<file path="src/design/exprtok_pkg.sv">
// Shared types, codes and character-class functions for the expression tokenizer.
// No dependencies; used by exprtok_lex, exprtok_outq and expression_tokenizer_top.
package exprtok_pkg;

    localparam int unsigned EXPRTOK_MAX_LEN = 255;

    typedef enum logic [2:0] {
        S_IDLE      = 3'd0,
        S_IDENT     = 3'd1,
        S_INT       = 3'd2,
        S_FRAC      = 3'd3,
        S_LEAD_DOT  = 3'd4,
        S_EXP_START = 3'd5,
        S_EXP_SIGN  = 3'd6,
        S_EXP_DIG   = 3'd7
    } t_scan;

    // Keyword prefix tracker: every code but KW_NONE names a prefix of sin, cos, sqrt, int, L or BA
    typedef enum logic [3:0] {
        KW_NONE = 4'd0,
        KW_S    = 4'd1,
        KW_SI   = 4'd2,
        KW_SIN  = 4'd3,
        KW_C    = 4'd4,
        KW_CO   = 4'd5,
        KW_COS  = 4'd6,
        KW_SQ   = 4'd7,
        KW_SQR  = 4'd8,
        KW_SQRT = 4'd9,
        KW_I    = 4'd10,
        KW_IN   = 4'd11,
        KW_INT  = 4'd12,
        KW_L    = 4'd13,
        KW_B    = 4'd14,
        KW_BA   = 4'd15
    } t_kw;

    typedef enum logic [3:0] {
        K_EOF    = 4'd0,
        K_NUMBER = 4'd1,
        K_IDENT  = 4'd2,
        K_SIN    = 4'd3,
        K_COS    = 4'd4,
        K_SQRT   = 4'd5,
        K_INT    = 4'd6,
        K_L      = 4'd7,
        K_BA     = 4'd8,
        K_PUNCT  = 4'd9,
        K_ERROR  = 4'd10
    } t_kind;

    typedef struct packed {
        logic [7:0] ch;
        logic       eos;
    } t_in;

    typedef struct packed {
        t_kind      kind;
        logic [7:0] punct;
        logic [7:0] len;
        logic       last;
    } t_tok;

    // Results of one step of the scanner
    typedef struct packed {
        logic [1:0] num;
        t_tok       tok0;
        t_tok       tok1;
    } t_lex_out;

    function automatic logic is_space(input logic [7:0] c);
        return (c == 8'd32) || ((c >= 8'd9) && (c <= 8'd13));
    endfunction

    function automatic logic is_letter(input logic [7:0] c);
        return ((c >= "A") && (c <= "Z")) || ((c >= "a") && (c <= "z"));
    endfunction

    function automatic logic is_digit(input logic [7:0] c);
        return (c >= "0") && (c <= "9");
    endfunction

    function automatic logic is_punct(input logic [7:0] c);
        return (c == "=") || (c == "+") || (c == "-") || (c == "*") || (c == "/") ||
               (c == "%") || (c == "^") || (c == "(") || (c == ")") || (c == ",");
    endfunction

    function automatic t_kw kw_first(input logic [7:0] c);
        t_kw k;
        k = KW_NONE;
        if (c == "s") k = KW_S;
        else if (c == "c") k = KW_C;
        else if (c == "i") k = KW_I;
        else if (c == "L") k = KW_L;
        else if (c == "B") k = KW_B;
        return k;
    endfunction

    function automatic t_kw kw_next(input t_kw m, input logic [7:0] c);
        t_kw k;
        k = KW_NONE;
        unique case (m)
            KW_S:    k = (c == "i") ? KW_SI : ((c == "q") ? KW_SQ : KW_NONE);
            KW_SI:   k = (c == "n") ? KW_SIN : KW_NONE;
            KW_C:    k = (c == "o") ? KW_CO : KW_NONE;
            KW_CO:   k = (c == "s") ? KW_COS : KW_NONE;
            KW_SQ:   k = (c == "r") ? KW_SQR : KW_NONE;
            KW_SQR:  k = (c == "t") ? KW_SQRT : KW_NONE;
            KW_I:    k = (c == "n") ? KW_IN : KW_NONE;
            KW_IN:   k = (c == "t") ? KW_INT : KW_NONE;
            KW_B:    k = (c == "A") ? KW_BA : KW_NONE;
            default: k = KW_NONE;
        endcase
        return k;
    endfunction

    function automatic t_kind ident_kind(input t_kw m);
        t_kind k;
        unique case (m)
            KW_SIN:  k = K_SIN;
            KW_COS:  k = K_COS;
            KW_SQRT: k = K_SQRT;
            KW_INT:  k = K_INT;
            KW_L:    k = K_L;
            KW_BA:   k = K_BA;
            default: k = K_IDENT;
        endcase
        return k;
    endfunction

endpackage

</file>
<file path="src/design/exprtok_lex.sv">
// Scanner state and per-character token logic of the expression tokenizer.
// Depends on exprtok_pkg.
module exprtok_lex
    import exprtok_pkg::*;
#(
    parameter int unsigned MAX_TOKEN_LEN = EXPRTOK_MAX_LEN
) (
    input  logic     i_clk,
    input  logic     i_rst_n,
    input  logic     i_step,     // commit the item in i_in
    input  t_in      i_in,
    output t_lex_out o_res
);

    localparam int unsigned LEN_CAP_I = (MAX_TOKEN_LEN > 255) ? 255 : MAX_TOKEN_LEN;
    localparam logic [7:0]  LEN_CAP   = LEN_CAP_I[7:0];

    t_scan      r_scan, n_scan;
    t_kw        r_kw, n_kw;
    logic [7:0] r_len, n_len;
    logic       r_halt, n_halt;

    logic [7:0] len_inc;
    logic [7:0] c;

    // Scan of c from the idle state
    t_scan      id_scan;
    t_kw        id_kw;
    logic [7:0] id_len;
    logic       id_emit;
    logic       id_halt;
    t_tok       id_tok;

    assign c       = i_in.ch;
    assign len_inc = (r_len < LEN_CAP) ? (r_len + 8'd1) : r_len;

    always_comb begin
        id_scan = S_IDLE;
        id_kw   = KW_NONE;
        id_len  = 8'd0;
        id_emit = 1'b0;
        id_halt = 1'b0;
        id_tok  = '{kind: K_PUNCT, punct: c, len: 8'd1, last: 1'b0};
        priority if (is_space(c)) begin
            id_scan = S_IDLE;
        end else if (is_letter(c)) begin
            id_scan = S_IDENT;
            id_kw   = kw_first(c);
            id_len  = 8'd1;
        end else if (is_digit(c)) begin
            id_scan = S_INT;
            id_len  = 8'd1;
        end else if (c == ".") begin
            id_scan = S_LEAD_DOT;
            id_len  = 8'd1;
        end else if (is_punct(c)) begin
            id_emit = 1'b1;
        end else begin
            id_emit     = 1'b1;
            id_halt     = 1'b1;
            id_tok.kind = K_ERROR;
        end
    end

    always_comb begin
        logic term;
        logic err;
        t_tok pend;

        term   = 1'b0;
        err    = 1'b0;
        pend   = '{kind: K_NUMBER, punct: 8'd0, len: r_len, last: 1'b0};
        n_scan = r_scan;
        n_kw   = r_kw;
        n_len  = r_len;
        n_halt = r_halt;
        o_res  = '0;

        if (i_in.eos) begin
            // Flush the pending token, then end-of-file; return to the reset state
            o_res.tok0 = '{kind: K_EOF, punct: 8'd0, len: 8'd0, last: 1'b1};
            o_res.num  = 2'd1;
            if (!r_halt && (r_scan != S_IDLE)) begin
                unique case (r_scan)
                    S_IDENT:                        pend.kind = ident_kind(r_kw);
                    S_INT, S_FRAC, S_EXP_DIG:       pend.kind = K_NUMBER;
                    S_LEAD_DOT, S_EXP_START,
                    S_EXP_SIGN:                     pend.kind = K_ERROR;
                    default:                        pend.kind = K_NUMBER;
                endcase
                o_res.tok1 = o_res.tok0;
                o_res.tok0 = pend;
                o_res.num  = 2'd2;
            end
            n_scan = S_IDLE;
            n_kw   = KW_NONE;
            n_len  = 8'd0;
            n_halt = 1'b0;
        end else if (!r_halt) begin
            unique case (r_scan)
                S_IDLE: begin
                    n_scan     = id_scan;
                    n_kw       = id_kw;
                    n_len      = id_len;
                    n_halt     = id_halt;
                    o_res.num  = {1'b0, id_emit};
                    o_res.tok0 = id_tok;
                    o_res.tok0.last = 1'b1;
                end
                S_IDENT: begin
                    if (is_letter(c)) begin
                        n_kw  = kw_next(r_kw, c);
                        n_len = len_inc;
                    end else begin
                        pend.kind = ident_kind(r_kw);
                        term      = 1'b1;
                    end
                end
                S_INT, S_FRAC: begin
                    priority if (is_digit(c)) begin
                        n_len = len_inc;
                    end else if ((c == ".") && (r_scan == S_INT)) begin
                        n_scan = S_FRAC;
                        n_len  = len_inc;
                    end else if ((c == "e") || (c == "E")) begin
                        n_scan = S_EXP_START;
                        n_len  = len_inc;
                    end else begin
                        term = 1'b1;
                    end
                end
                S_LEAD_DOT: begin
                    if (is_digit(c)) begin
                        n_scan = S_FRAC;
                        n_len  = len_inc;
                    end else begin
                        err = 1'b1;
                    end
                end
                S_EXP_START: begin
                    priority if ((c == "+") || (c == "-")) begin
                        n_scan = S_EXP_SIGN;
                        n_len  = len_inc;
                    end else if (is_digit(c)) begin
                        n_scan = S_EXP_DIG;
                        n_len  = len_inc;
                    end else begin
                        err = 1'b1;
                    end
                end
                S_EXP_SIGN: begin
                    if (is_digit(c)) begin
                        n_scan = S_EXP_DIG;
                        n_len  = len_inc;
                    end else begin
                        err = 1'b1;
                    end
                end
                S_EXP_DIG: begin
                    if (is_digit(c)) begin
                        n_len = len_inc;
                    end else begin
                        term = 1'b1;
                    end
                end
                default: begin
                    n_scan = S_IDLE;
                end
            endcase

            if (err) begin
                // Malformed number: the offending byte counts towards the length
                o_res.num  = 2'd1;
                o_res.tok0 = '{kind: K_ERROR, punct: c, len: len_inc, last: 1'b1};
                n_scan     = S_IDLE;
                n_kw       = KW_NONE;
                n_len      = 8'd0;
                n_halt     = 1'b1;
            end else if (term) begin
                // Close the token, then rescan the same byte from idle
                o_res.tok0 = pend;
                n_scan     = id_scan;
                n_kw       = id_kw;
                n_len      = id_len;
                n_halt     = id_halt;
                if (id_emit) begin
                    o_res.num       = 2'd2;
                    o_res.tok1      = id_tok;
                    o_res.tok1.last = 1'b1;
                end else begin
                    o_res.num       = 2'd1;
                    o_res.tok0.last = 1'b1;
                end
            end
        end
    end

    always_ff @(posedge i_clk) begin
        if (!i_rst_n) begin
            r_scan <= S_IDLE;
            r_kw   <= KW_NONE;
            r_len  <= 8'd0;
            r_halt <= 1'b0;
        end else if (i_step) begin
            r_scan <= n_scan;
            r_kw   <= n_kw;
            r_len  <= n_len;
            r_halt <= n_halt;
        end
    end

`ifndef ASSERT_OFF
    a_eos_resets: assert property (@(posedge i_clk) disable iff (!i_rst_n)
        (i_step && i_in.eos) |=> (r_scan == S_IDLE) && !r_halt && (r_len == 8'd0))
        else $error("end of stream did not return the scanner to idle");
    a_halt_idle: assert property (@(posedge i_clk) disable iff (!i_rst_n)
        r_halt |-> (r_scan == S_IDLE))
        else $error("halted while inside a token");
    a_len_cap: assert property (@(posedge i_clk) disable iff (!i_rst_n)
        r_len <= LEN_CAP)
        else $error("token length beyond its cap");
    a_idle_clear: assert property (@(posedge i_clk) disable iff (!i_rst_n)
        (r_scan == S_IDLE) |-> ((r_len == 8'd0) && (r_kw == KW_NONE)))
        else $error("idle scanner holds a stale length or keyword prefix");
`endif

endmodule

</file>
<file path="src/design/exprtok_outq.sv">
// Two-entry result queue of the expression tokenizer; takes up to two tokens a cycle, as many as it has free entries.
// Depends on exprtok_pkg.
module exprtok_outq
    import exprtok_pkg::*;
(
    input  logic       i_clk,
    input  logic       i_rst_n,
    input  logic [1:0] i_push_num,   // never more than o_free
    input  t_tok       i_tok0,
    input  t_tok       i_tok1,
    output logic [1:0] o_free,
    output logic       o_valid,
    input  logic       i_ready,
    output t_tok       o_tok
);

    logic [1:0] r_count, n_count;
    t_tok       r_q0, n_q0;
    t_tok       r_q1, n_q1;
    logic       pop;
    logic [1:0] base;

    assign o_valid = (r_count != 2'd0);
    assign o_tok   = r_q0;
    assign o_free  = 2'd2 - r_count;
    assign pop     = o_valid && i_ready;
    assign base    = r_count - {1'b0, pop};

    always_comb begin
        n_q0 = pop ? r_q1 : r_q0;
        n_q1 = r_q1;
        if (i_push_num != 2'd0) begin
            if (base == 2'd0) begin
                n_q0 = i_tok0;
            end else begin
                n_q1 = i_tok0;
            end
        end
        if (i_push_num == 2'd2) begin
            n_q1 = i_tok1;
        end
        n_count = base + i_push_num;
    end

    always_ff @(posedge i_clk) begin
        if (!i_rst_n) begin
            r_count <= 2'd0;
        end else begin
            r_count <= n_count;
        end
    end

    always_ff @(posedge i_clk) begin
        r_q0 <= n_q0;
        r_q1 <= n_q1;
    end

`ifndef ASSERT_OFF
    a_no_overflow: assert property (@(posedge i_clk) disable iff (!i_rst_n)
        ({1'b0, base} + {1'b0, i_push_num}) <= 3'd2)
        else $error("result queue overflow");
`endif

endmodule

</file>
<file path="src/design/expression_tokenizer_top.sv">
// Expression tokenizer: one character per input beat, tokens out.
// Input beats go through a holding register into the scanner (exprtok_lex); tokens are
// queued in exprtok_outq. Depends on exprtok_pkg.
//
// Usage:
//   Input stream: i_s_axis_tdata carries one ASCII character; i_s_axis_tlast marks end
//   of stream (the character is then ignored). Output stream: one token per beat, kind in
//   o_m_axis_tuser, punctuation/error byte and length in o_m_axis_tdata, o_m_axis_tlast on
//   the final token caused by an input character.
//   A character that closes a token is first accepted into the input holding register; the
//   token is then written into the result queue and offered at the output from there.
//   Throughput: one character per cycle while the result queue has room for its tokens. A
//   character that yields two tokens (a closed token plus a punctuation or error token, or a
//   pending token plus end-of-file) is taken only when the result queue is empty.
//   The input holding register and the two-entry result queue decouple the sides: input is
//   still taken while a token waits to be read. When the receiver stalls, the queue fills
//   and o_s_axis_tready falls once the holding register is occupied.
//   Reset (synchronous, active low) empties both buffers and returns the scanner to idle.
module expression_tokenizer_top
    import exprtok_pkg::*;
#(
    parameter int unsigned MAX_TOKEN_LEN = EXPRTOK_MAX_LEN
) (
    input  logic        i_clk,
    input  logic        i_rst_n,
    input  logic        i_s_axis_tvalid,
    output logic        o_s_axis_tready,
    input  logic [7:0]  i_s_axis_tdata,   // [7:0] ch
    input  logic        i_s_axis_tlast,   // end_of_stream
    output logic        o_m_axis_tvalid,
    input  logic        i_m_axis_tready,
    output logic [15:0] o_m_axis_tdata,   // [7:0] punct_char, [15:8] token_length
    output logic [3:0]  o_m_axis_tuser,   // [3:0] token_kind
    output logic        o_m_axis_tlast    // last
);

    logic       r_in_valid;
    t_in        r_in;
    logic       step;
    t_lex_out   lex_res;
    logic [1:0] q_free;
    logic [1:0] push_num;
    t_tok       q_tok;

    // Consume the held beat once the queue has room for all its tokens
    assign step            = r_in_valid && (lex_res.num <= q_free);
    assign o_s_axis_tready = !r_in_valid || step;
    assign push_num        = step ? lex_res.num : 2'd0;

    always_ff @(posedge i_clk) begin
        if (!i_rst_n) begin
            r_in_valid <= 1'b0;
        end else if (o_s_axis_tready) begin
            r_in_valid <= i_s_axis_tvalid;
        end
    end

    always_ff @(posedge i_clk) begin
        if (o_s_axis_tready && i_s_axis_tvalid) begin
            r_in <= '{ch: i_s_axis_tdata, eos: i_s_axis_tlast};
        end
    end

    exprtok_lex #(
        .MAX_TOKEN_LEN (MAX_TOKEN_LEN)
    ) u_lex (
        .i_clk   (i_clk),
        .i_rst_n (i_rst_n),
        .i_step  (step),
        .i_in    (r_in),
        .o_res   (lex_res)
    );

    exprtok_outq u_outq (
        .i_clk      (i_clk),
        .i_rst_n    (i_rst_n),
        .i_push_num (push_num),
        .i_tok0     (lex_res.tok0),
        .i_tok1     (lex_res.tok1),
        .o_free     (q_free),
        .o_valid    (o_m_axis_tvalid),
        .i_ready    (i_m_axis_tready),
        .o_tok      (q_tok)
    );

    assign o_m_axis_tdata = {q_tok.len, q_tok.punct};
    assign o_m_axis_tuser = q_tok.kind;
    assign o_m_axis_tlast = q_tok.last;

endmodule

</file>
<file path="config.mk">
export PLATFORM = sky130hd
export DESIGN_NAME = expression_tokenizer_top
export DESIGN_NICKNAME = d
export VERILOG_FILES = /design/src/design/exprtok_pkg.sv /design/src/design/exprtok_lex.sv /design/src/design/exprtok_outq.sv /design/src/design/expression_tokenizer_top.sv
export SDC_FILE = /design/constraint.sdc
export NUM_CORES = 1
export LEC_CHECK = 0
export ABC_AREA = 0
export ABC_CLOCK_PERIOD_IN_PS = 4500
export BUFFER_PORTS_ARGS = -buffer_cell sky130_fd_sc_hd__buf_2
export CAP_MARGIN = 15
export CORE_UTILIZATION = 55
export CTS_CLUSTER_SIZE = 12
export DETAILED_ROUTE_END_ITERATION = 8
export PLACE_DENSITY_LB_ADDON = 0.3
export SLEW_MARGIN = 20
export SYNTH_ARGS = -nofsm -noshare
export SYNTH_HDL_FRONTEND = slang
export SYNTH_SLANG_ARGS = --single-unit
</file>
<file path="constraint.sdc">
create_clock -name i_clk -period 4.5 [get_ports i_clk]
set_clock_uncertainty 0.05 [all_clocks]
set_input_delay 0.45 -clock i_clk [delete_from_list [all_inputs] [get_ports i_clk]]
set_output_delay 0.45 -clock i_clk [all_outputs]
set_load 0.1 [all_outputs]
</file>
Word level (Yosys, flattened, before mapping)
Cells that the tools add are included.

operators by class
  order comparisons = 10
  multiplexer cells = 107
  equal/unequal tests = 55
  add/sub/neg operators = 4
  reductions and logical operators = 41

operator list
  operator                                                           number
  2-to-1 mux 44 bit                                                  4
  2-to-1 mux 21 bit                                                  8
  == test 8 x 7 -> 1 bit, second input constant                      14
  2-to-1 mux 8 bit                                                   14
  2-to-1 mux 4 bit                                                   24
  == test 8 x 6 -> 1 bit, second input constant                      11
  2-to-1 mux 3 bit                                                   17
  one-hot mux 8 bit (5 select lines)                                 1
  one-hot mux 4 bit (9 select lines)                                 1
  == test 4 bit, second input constant                               8
  2-to-1 mux 1 bit                                                   26
  one-hot mux 4 bit (6 select lines)                                 1
  2-to-1 mux 23 bit                                                  1
  2-to-1 mux 22 bit                                                  1
  == test 4 x 3 -> 1 bit, second input constant                      4
  greater-or-equal comparator 8 x 7 -> 1 bit, second input constant  2
  less-or-equal comparator 8 x 7 -> 1 bit, second input constant     2
  one-hot mux 4 bit (2 select lines)                                 2
  one-hot mux 3 bit (5 select lines)                                 1
  logical OR 1 bit                                                   14
  == test 3 bit, second input constant                               4
  inequality test 5 x 2 -> 1 bit, second input constant              2
  logical AND 1 bit                                                  9
  adder 8 x 1 -> 8 bit, second input constant                        1
  33 further kinds                                                   45

word-level totals
  output and inout port bits = 23
  logic and storage cells = 233
  flip-flop bits (word level) = 70
  input bits = 13

Longest topological paths before layout
Gate-level depths: netlist of run 1.

  word-level depth = 26
  mapped depth = 18
  gate-level depth less buffers = 14

Hierarchy
Synthesis of run 1 repeated with hierarchy kept, for this count alone.

unflattened totals
  cell total of the unflattened synthesis = 526
  area, all modules = 5064.9 um^2

by module, submodules not included
  module                    times used  area an instance (um^2)  seq. area each (um^2)  cells each
  exprtok_lex               1           2512.4                   320.3                  368
  exprtok_outq              1           2142.1                   1091.0                 134
  expression_tokenizer_top  1           410.4                    290.3                  24

Worst setup path before layout of run 1
Ideal clock, no wire load.

  kind = register -> register
  start point = register r_in[1] (netlist bit)
  end point = register u_outq.r_q1[0] (netlist bit), enable pin
  library setup time = 403 ps
  cell stages (with the launch flop) = 18
  slack = -354 ps
  buffers on the path = 3
  data arrival time = 4400 ps
  data required time = 4047 ps
  period minus slack after synthesis = 4854 ps
  path through = edfxtp_1 buf_6 or4_4 o21ai_4 o211ai_2 or2_0 clkbuf_1 or3_1 nand2_1 ha_1 nor2b_1 o31a_1 clkbuf_1 nor2_1 o31ai_1 a21oi_2 nor2_1 o21bai_1

between the ends
  longest elaborated chain between the ends = 18
  elaborated cells on any way between the ends = 53
  classes of those cells = 9 x order compare; 8 x eq/ne; 23 x mux; 13 x reduce/logical

RTL lines
  element                                                                              RTL line                                RTL
  from (decl)                                                                          expression_tokenizer_top.sv:38          t_in r_in;
  from (signal assigned)                                                               expression_tokenizer_top.sv:60          r_in <= '{ch: i_s_axis_tdata, eos: i_s_axis_tlast};
  branches (longest 9 deep; another with greater-or-equal comparator 8 x 7 -> 1 bit)   --
  2-to-1 mux 23 bit (*)                                                                exprtok_lex.sv:171                      if (err) begin
  2-to-1 mux 44 bit (*)                                                                exprtok_lex.sv:99                       end else if (!r_halt) begin
  2-to-1 mux 44 bit (*)                                                                exprtok_lex.sv:79                       if (i_in.eos) begin
  less-or-equal comparator 2 bit                                                       expression_tokenizer_top.sv:46          assign step = r_in_valid && (lex_res.num <= q_free);
  logical AND 1 bit                                                                    expression_tokenizer_top.sv:46
  2-to-1 mux 2 bit (*)                                                                 expression_tokenizer_top.sv:48          assign push_num = step ? lex_res.num : 2'd0;
  == test 2 bit / nonzero test 2 bit (equally long branches)                           exprtok_outq.sv:39, exprtok_outq.sv:32
  inequality test 2 bit (no source line) / nonzero test 2 bit (equally long branches)  --
  AND reduction 2 bit (no source line) (*)                                             --
  to (signal assigned)                                                                 exprtok_outq.sv:55                      r_q1 <= n_q1;
  to (decl)                                                                            exprtok_outq.sv:19                      t_tok r_q1, n_q1;

Every way passes the cells marked *. The select of a mux whose other input is x is not followed.
A chain may end at the register's enable or synchronous reset.

Worst setup path in the final report of run 1
  start point = register r_in[7] (netlist bit)
  end point = output o_s_axis_tready

between the ends
  longest elaborated chain between the ends = 15
  elaborated cells on any way between the ends = 48
  classes of those cells = 9 x order compare; 6 x eq/ne; 22 x mux; 11 x reduce/logical

RTL lines
  element                                                                             RTL line                        RTL
  branches (longest 9 deep; another with greater-or-equal comparator 8 x 7 -> 1 bit)  --
  2-to-1 mux 23 bit (*)                                                               exprtok_lex.sv:171
  2-to-1 mux 44 bit (*)                                                               exprtok_lex.sv:99
  2-to-1 mux 44 bit (*)                                                               exprtok_lex.sv:79
  less-or-equal comparator 2 bit (*)                                                  expression_tokenizer_top.sv:46
  logical AND 1 bit (*)                                                               expression_tokenizer_top.sv:46
  logical OR 1 bit (*)                                                                expression_tokenizer_top.sv:47  assign o_s_axis_tready = !r_in_valid || step;
  to (decl)                                                                           expression_tokenizer_top.sv:27  output logic o_s_axis_tready,

Marks and branches as above.

==> flow_summary.toml, run 1 <==
[floorplanning]
fp-row-count = 32
core-area_um2 = 7810
ios = 36
die_h_um = 92.5
dieArea_um2 = 8560
start_util_pct = 57.7
dieWidth_um = 92.5

[clocking]
clock_latency_ns = 0.36
root_buffer = "clkbuf_8"
cts_buffer_depth = 2
path_clk_slew_ns = 0.08
post_cts_buffers = 0
cts_tree = "yes"
clock_sinks = 70
cts_hold_buf = 0
numCtsBuffers = 9
htree_levels = 3
post_cts_resized = 0

[setup_path]
path_class = "reg -> out"
required_ns = 4.00
end_kind = "output port"
startpoint_type = "register"
arrival_ns = 3.73
critPathMaxFanout = 7

[synthesis]
yosysTopAreaCellShare_pct = 20.0
syn_area_per_cell_um2 = 8.65
synthCells = 521
synth-main-ff-cell = "dfxtp_1"
syn_area_um2 = 4510
yosysTopAreaCell = "edfxtp_1"
synth_most_common_cell = "nor2_1"
synth_cell_type_count = 78
synth_top_cells_by_area = "edfxtp_1, dfxtp_1, mux2i_1"
synthArstFlopShare_pct = 0
yosys-top-cells-count = "nor2_1, nand2_1, mux2i_1"
syn-num-nets = 539
ys_ff_latch = 70
synth_edf_count = 30
ys.warnings.count = 0
ys_seq_area_share_pct = 37.8

[placement]
io_buffers = 35
dp_hpwl_mm = 8.71
pre_cts_ws_ns = 0.253
routabilityCongestion = 1.00

[sta]
holdWs_ns = 0.208
finalSetupViolations = 0
hold_viol = 0
setup_tns_ns = 0
setup_ws_ns = 0.266
rsz0062_at_grt = "false"
max_freq_ghz = 0.236
slew_viol_final = 0
tightest_slew_ns = 0.919
fin_crit_sh_pct = 94.1
slew_headroom_pct = 38.3
period_minus_slack_ns = 4.23

[global_routing]
grt_usage_pct = 29.2
grt_start_max_net_pins = 22
grt.overflow.total = 0
met1_usage_pct = 40.9
grt_pass1_wl_mm = 19.6
grt_pass1_vias = 3898
use_met3_pct = 5.50
antenna_found_initial = 0
grt_most_used_layer = "met2"
met2_usage_pct = 45.8

[drt]
vias_per_cell = 6.37
vias = 4210
post_drt_wl_per_cell_um = 18.1
first_iter_violations = 287
wl_mm = 11.9
ant_nets = 0
drc = 0
drtPass1Iterations = 5

[run_status]
outcome = "completed"

[cells_and_area]
layout-drive-gt1-share_pct = 16.3
n_antenna_cell = 0
syn2layout_area_growth_pct = 11.9
final_nets = 572

[power_and_ir_drop]
finalPower_w = 0.00303
leakage_nw = 1.93
powerDensity_nw_per_um2 = 601
vdd_drop_max_mv = 0.303

[job]
maxCapViolations = 0

[min_path]
hold_class = "in -> reg"
[registers in the layout (all words and copies together) (netlist names)]
| signal | flops |
|---|---|
| r_in_valid | 1 |
| u_outq.o_tok | 21 |
| u_lex.r_len | 8 |
| u_lex.r_halt | 1 |
| u_lex.r_kw | 4 |
| u_lex.r_scan | 3 |
| u_outq.r_count | 2 |
| u_outq.r_q1 | 21 |
| r_in | 9 |
[worst paths after layout]
path,depth (start not counted),slack [ns],to,startpoint
worst max-delay path,11,0.27,o_s_axis_tready,r_in[7]
worst min register to register,2,0.49,u_outq.o_tok[9],u_outq.o_tok[9]
worst max register to register,13,0.37,u_outq.r_q1[20],r_in[7]
worst min-delay path,1,0.21,r_in[1],i_s_axis_tdata[0]
[final cells by class]
cell class | instances | area (um2)
multi-input combinational | 403 | 2630
fill | 684 | 2760
tap | 102 | 128
clock buffer | 10 | 138
clock inverter | 6 | 71.3
inverter | 16 | 60.1
timing repair buffer | 54 | 318
sequential | 70 | 1700
[metal layers]
layer,vias up,wire length [um]
met2,190,5550
met3,16,813
met1,1992,5420
met5,-,0
met4,0,163
li1,2012,-
[stage by stage]
stage | utilization (%) | instances | instance area, um2
finish | 64.6 | 661 | 5040
global route | 64.6 | 661 | 5040
CTS | 64.3 | 660 | 5020
detailed placement | 61.6 | 644 | 4810
global placement | 61.6 | 644 | 4810
floorplan | - | 521 | 4520
[cells in the final DEF (no fill, tap or decap), types with 3 or more instances in the layout]
cell,n
nor2_1,47
nand2_1,46
mux2i_1,45
dfxtp_1,40
buf_2,35
a21oi_1,34
edfxtp_1,30
nand3_1,25
o21ai_0,25
buf_4,19
inv_1,16
nor3_1,16
and2_1,12
nor2b_1,11
clkbuf_8,10
nor3b_1,8
a31oi_1,7
nand2b_1,7
a221oi_1,6
o211ai_1,5
or3_1,5
ha_1,5
and3_1,4
nand4_1,4
o2111ai_1,4
xor2_1,3
o221ai_1,3
o31a_1,3
a211oi_1,3
o21a_1,3
o41ai_1,3
a21boi_0,3
nand3b_1,3
clkinv_4,3
[worst max-delay path: stages, from the launching register on]
cell	delay, ns
edfxtp_1	0.51
nor3b_1	0.50
nand3_1	0.32
o211a_2	0.23
o31ai_2	0.21
or3_1	0.16
nand2_1	0.06
ha_1	0.32
nor2b_1	0.21
a2bb2oi_1	0.42
nand2_1	0.13
buf_2	0.31
[kinds of logic after synthesis]
group | after synthesis | share of synthesized area (%)
compound gates | 134 | 20.3
mux | 46 | 10.2
buf+inv | 49 | 4.72
simple gates | 212 | 24.5
fa+ha+maj | 6 | 1.61
flops | 70 | 37.8
xor+xnor | 4 | 0.778
[where the power goes]
group / total, W / internal, W / switching (W)
sequential: 0.000912 / 0.000833 / 0.0000789
clock: 0.000540 / 0.000274 / 0.000267
combinational: 0.00158 / 0.000390 / 0.00119
No activity file was read; power rests on OpenSTA's default activity.
==> run 2: changes to the inputs <==
Settings changed: SYNTH_HIERARCHICAL set to 1.
==> run 2 against run 1 <==
  * Wire length decreased by 2.4%
  * Via count down 2.4%
  * Largest cell class unchanged
  * Synthesized cell count grew 0.96%
  * Clock power grew 7.4%
  * The flow now finishes with violations (design-rule violations)
  * Largest power group unchanged
  * Critical endpoint unchanged
  * Die area rose by 12%
  * Highest routed layer unchanged
  * Cell count down 0.15%
  * Combinational power increased by 13%
  * Critical path depth decreased by 1
  * Area after synthesis rose by 12%
  * Core utilization fell by 2.1 points
==> flow_summary.toml, run 2 <==
[run_status]
outcome = "finished, violations left"
violations = "design-rule violations"

[sta]
setup_ws_ns = 0.299
rsz0062_at_grt = "false"
holdWs_ns = 0.225
finalSetupViolations = 0
hold_viol = 0
tightest_slew_ns = 1.05
setup_tns_ns = 0
max_freq_ghz = 0.238
fin_crit_sh_pct = 93.4
slew_viol_final = 0
period_minus_slack_ns = 4.20
slew_headroom_pct = 28.2

[clocking]
cts_tree = "yes"
path_clk_slew_ns = 0.08
post_cts_buffers = 0
numCtsBuffers = 9
htree_levels = 3
clock_latency_ns = 0.35
post_cts_resized = 0
cts_buffer_depth = 2
cts_hold_buf = 0
clock_sinks = 70
root_buffer = "clkbuf_8"

[synthesis]
synth-main-ff-cell = "dfxtp_1"
ys.warnings.count = 6
syn_area_per_cell_um2 = 9.63
ys_ff_latch = 70
ys_seq_area_share_pct = 33.6
yosys-top-cells-count = "dfxtp_1, mux2_4, nor2_1"
synth_most_common_cell = "dfxtp_1"
yosysTopAreaCellShare_pct = 17.8
yosysTopAreaCell = "edfxtp_1"
synthArstFlopShare_pct = 0
synthCells = 526
syn_area_um2 = 5060
synth_cell_type_count = 83
synth_top_cells_by_area = "edfxtp_1, dfxtp_1, mux2_4"
synth_edf_count = 30

[setup_path]
timing.rr.start = "r_in[8]"
startpoint_type = "register"
end_kind = "output port"
r2r_slack_ns = 0.35
timing.rr.end = "u_outq/r_q1[10]"
arrival_ns = 3.70
path_class = "reg -> out"
r2r_cells = 13
critPathMaxFanout = 12
crit_start = "r_in[8]"
required_ns = 4.00
crit_end = "o_s_axis_tready"

[power_and_ir_drop]
seqPwrFrac_pct = 28.3
pwr-share-comb_pct = 54.0
power.share.clock_pct = 17.7
netSwitchingFraction_pct = 45.8
vdd_drop_max_mv = 0.381
leakage_nw = 2.28
powerDensity_nw_per_um2 = 597
internal_power_w = 0.00178
power_switching_w = 0.00150

[floorplanning]
ios = 36
fp-row-count = 34
core-area_um2 = 8810
dieWidth_um = 98.0
start_util_pct = 57.5
die_h_um = 98.0
dieArea_um2 = 9600

[placement]
placedCellCount = 644
pre_cts_ws_ns = 0.391
dp_hpwl_mm = 8.37
routabilityCongestion = 0.927
io_buffers = 35

[drt]
post_drt_wl_per_cell_um = 17.7
vias = 4111
drc = 3
first_iter_violations = 534
wl_mm = 11.7
vias_per_cell = 6.23
drtPass1Iterations = 7
ant_nets = 0

[global_routing]
grt.overflow.total = 0
grt_pass1_vias = 3888
grt_start_max_net_pins = 23
grt_pass1_wl_mm = 19.2
antenna_found_initial = 0
grt_usage_pct = 25.0

[cells_and_area]
syn2layout_area_growth_pct = 8.65
final_cells = 660
multi_input_area_um2 = 3070
n_fill_cell = 726
n_antenna_cell = 0
seq_area_um2 = 1700
layout_commonest_cell = "dfxtp_1"
final_nets = 566
final_cell_mix = "dfxtp_1, mux2_4, buf_2"
layout-drive-gt1-share_pct = 27.7
final_util_pct = 62.5

[job]
maxCapViolations = 0

[min_path]
hold_class = "in -> reg"
-- run 2: stage by stage --
stage | total power (W) | area [um2]
5_1_grt | 0.00343 | 5500
6_report | 0.00329 | 5500
2_1_floorplan | 0.00246 | 5090
4_1_cts | 0.00330 | 5500
3_5_place_dp | 0.00272 | 5280
3_3_place_gp | 0.00267 | 5280
-- run 2: worst min path at each step --
stage	from	to	cells after the start
4_1_cts	i_s_axis_tdata[6]	r_in[7]	1
2_1_floorplan	u_lex/r_len[4]	u_lex/r_len[4]	2
3_3_place_gp	u_lex/r_len[4]	u_lex/r_len[4]	2
3_5_place_dp	u_lex/r_len[4]	u_lex/r_len[4]	2
5_1_grt	i_s_axis_tdata[1]	r_in[2]	1
6_report	i_s_axis_tdata[4]	r_in[5]	1
-- run 2: cell families after synthesis --
kind of cell | Yosys count | share of synthesized area [%]
AO/OA/AOI/OAI | 118 | 18.0
flip-flops | 70 | 33.6
XOR/XNOR | 9 | 1.56
multiplexers | 66 | 17.4
adder cells (fa/ha/maj) | 6 | 1.48
buffers and inverters | 66 | 6.50
AND/OR/NAND/NOR | 190 | 21.3
other | 1 | 0.0740
-- run 2: power groups by stage --
stage | logic (W) | clock network (W) | registers, W
after floorplan | 0.000959 | 0 | 0.00150
after detailed placement | 0.00177 | 0 | 0.000945
final | 0.00178 | 0.000580 | 0.000931
after CTS | 0.00178 | 0.000595 | 0.000930
after global routing | 0.00187 | 0.000612 | 0.000947
after global placement | 0.00173 | 0 | 0.000936
-- run 2: layer usage --
layer | part of all wire, % | vias to the layer above | track usage (%)
li1 | - | 1975 | -
met1 | 48 | 1964 | 36.6
met5 | 0 | - | 0
met2 | 44 | 154 | 38.0
met4 | 1.7 | 0 | 8.74
met3 | 5.9 | 18 | 2.93
-- run 2: worst max-delay path: stages, from the launching register on --
cell and delay [ns]:
edfxtp_1 0.56, nor4b_1 0.52, nand2_1 0.23, and3_1 0.26
and2_1 0.18, and3_1 0.27, a21o_1 0.23, ha_1 0.32
nor2b_4 0.15, o211ai_4 0.19, buf_2 0.46
-- run 2: cell type report --
class | count | area share (%)
timing repair buffer | 54 | 5.78
clock buffer | 9 | 2.25
clock inverter | 7 | 1.77
multi-input combinational | 397 | 55.8
sequential | 70 | 30.9
inverter | 15 | 1.02
tap | 108 | 2.46
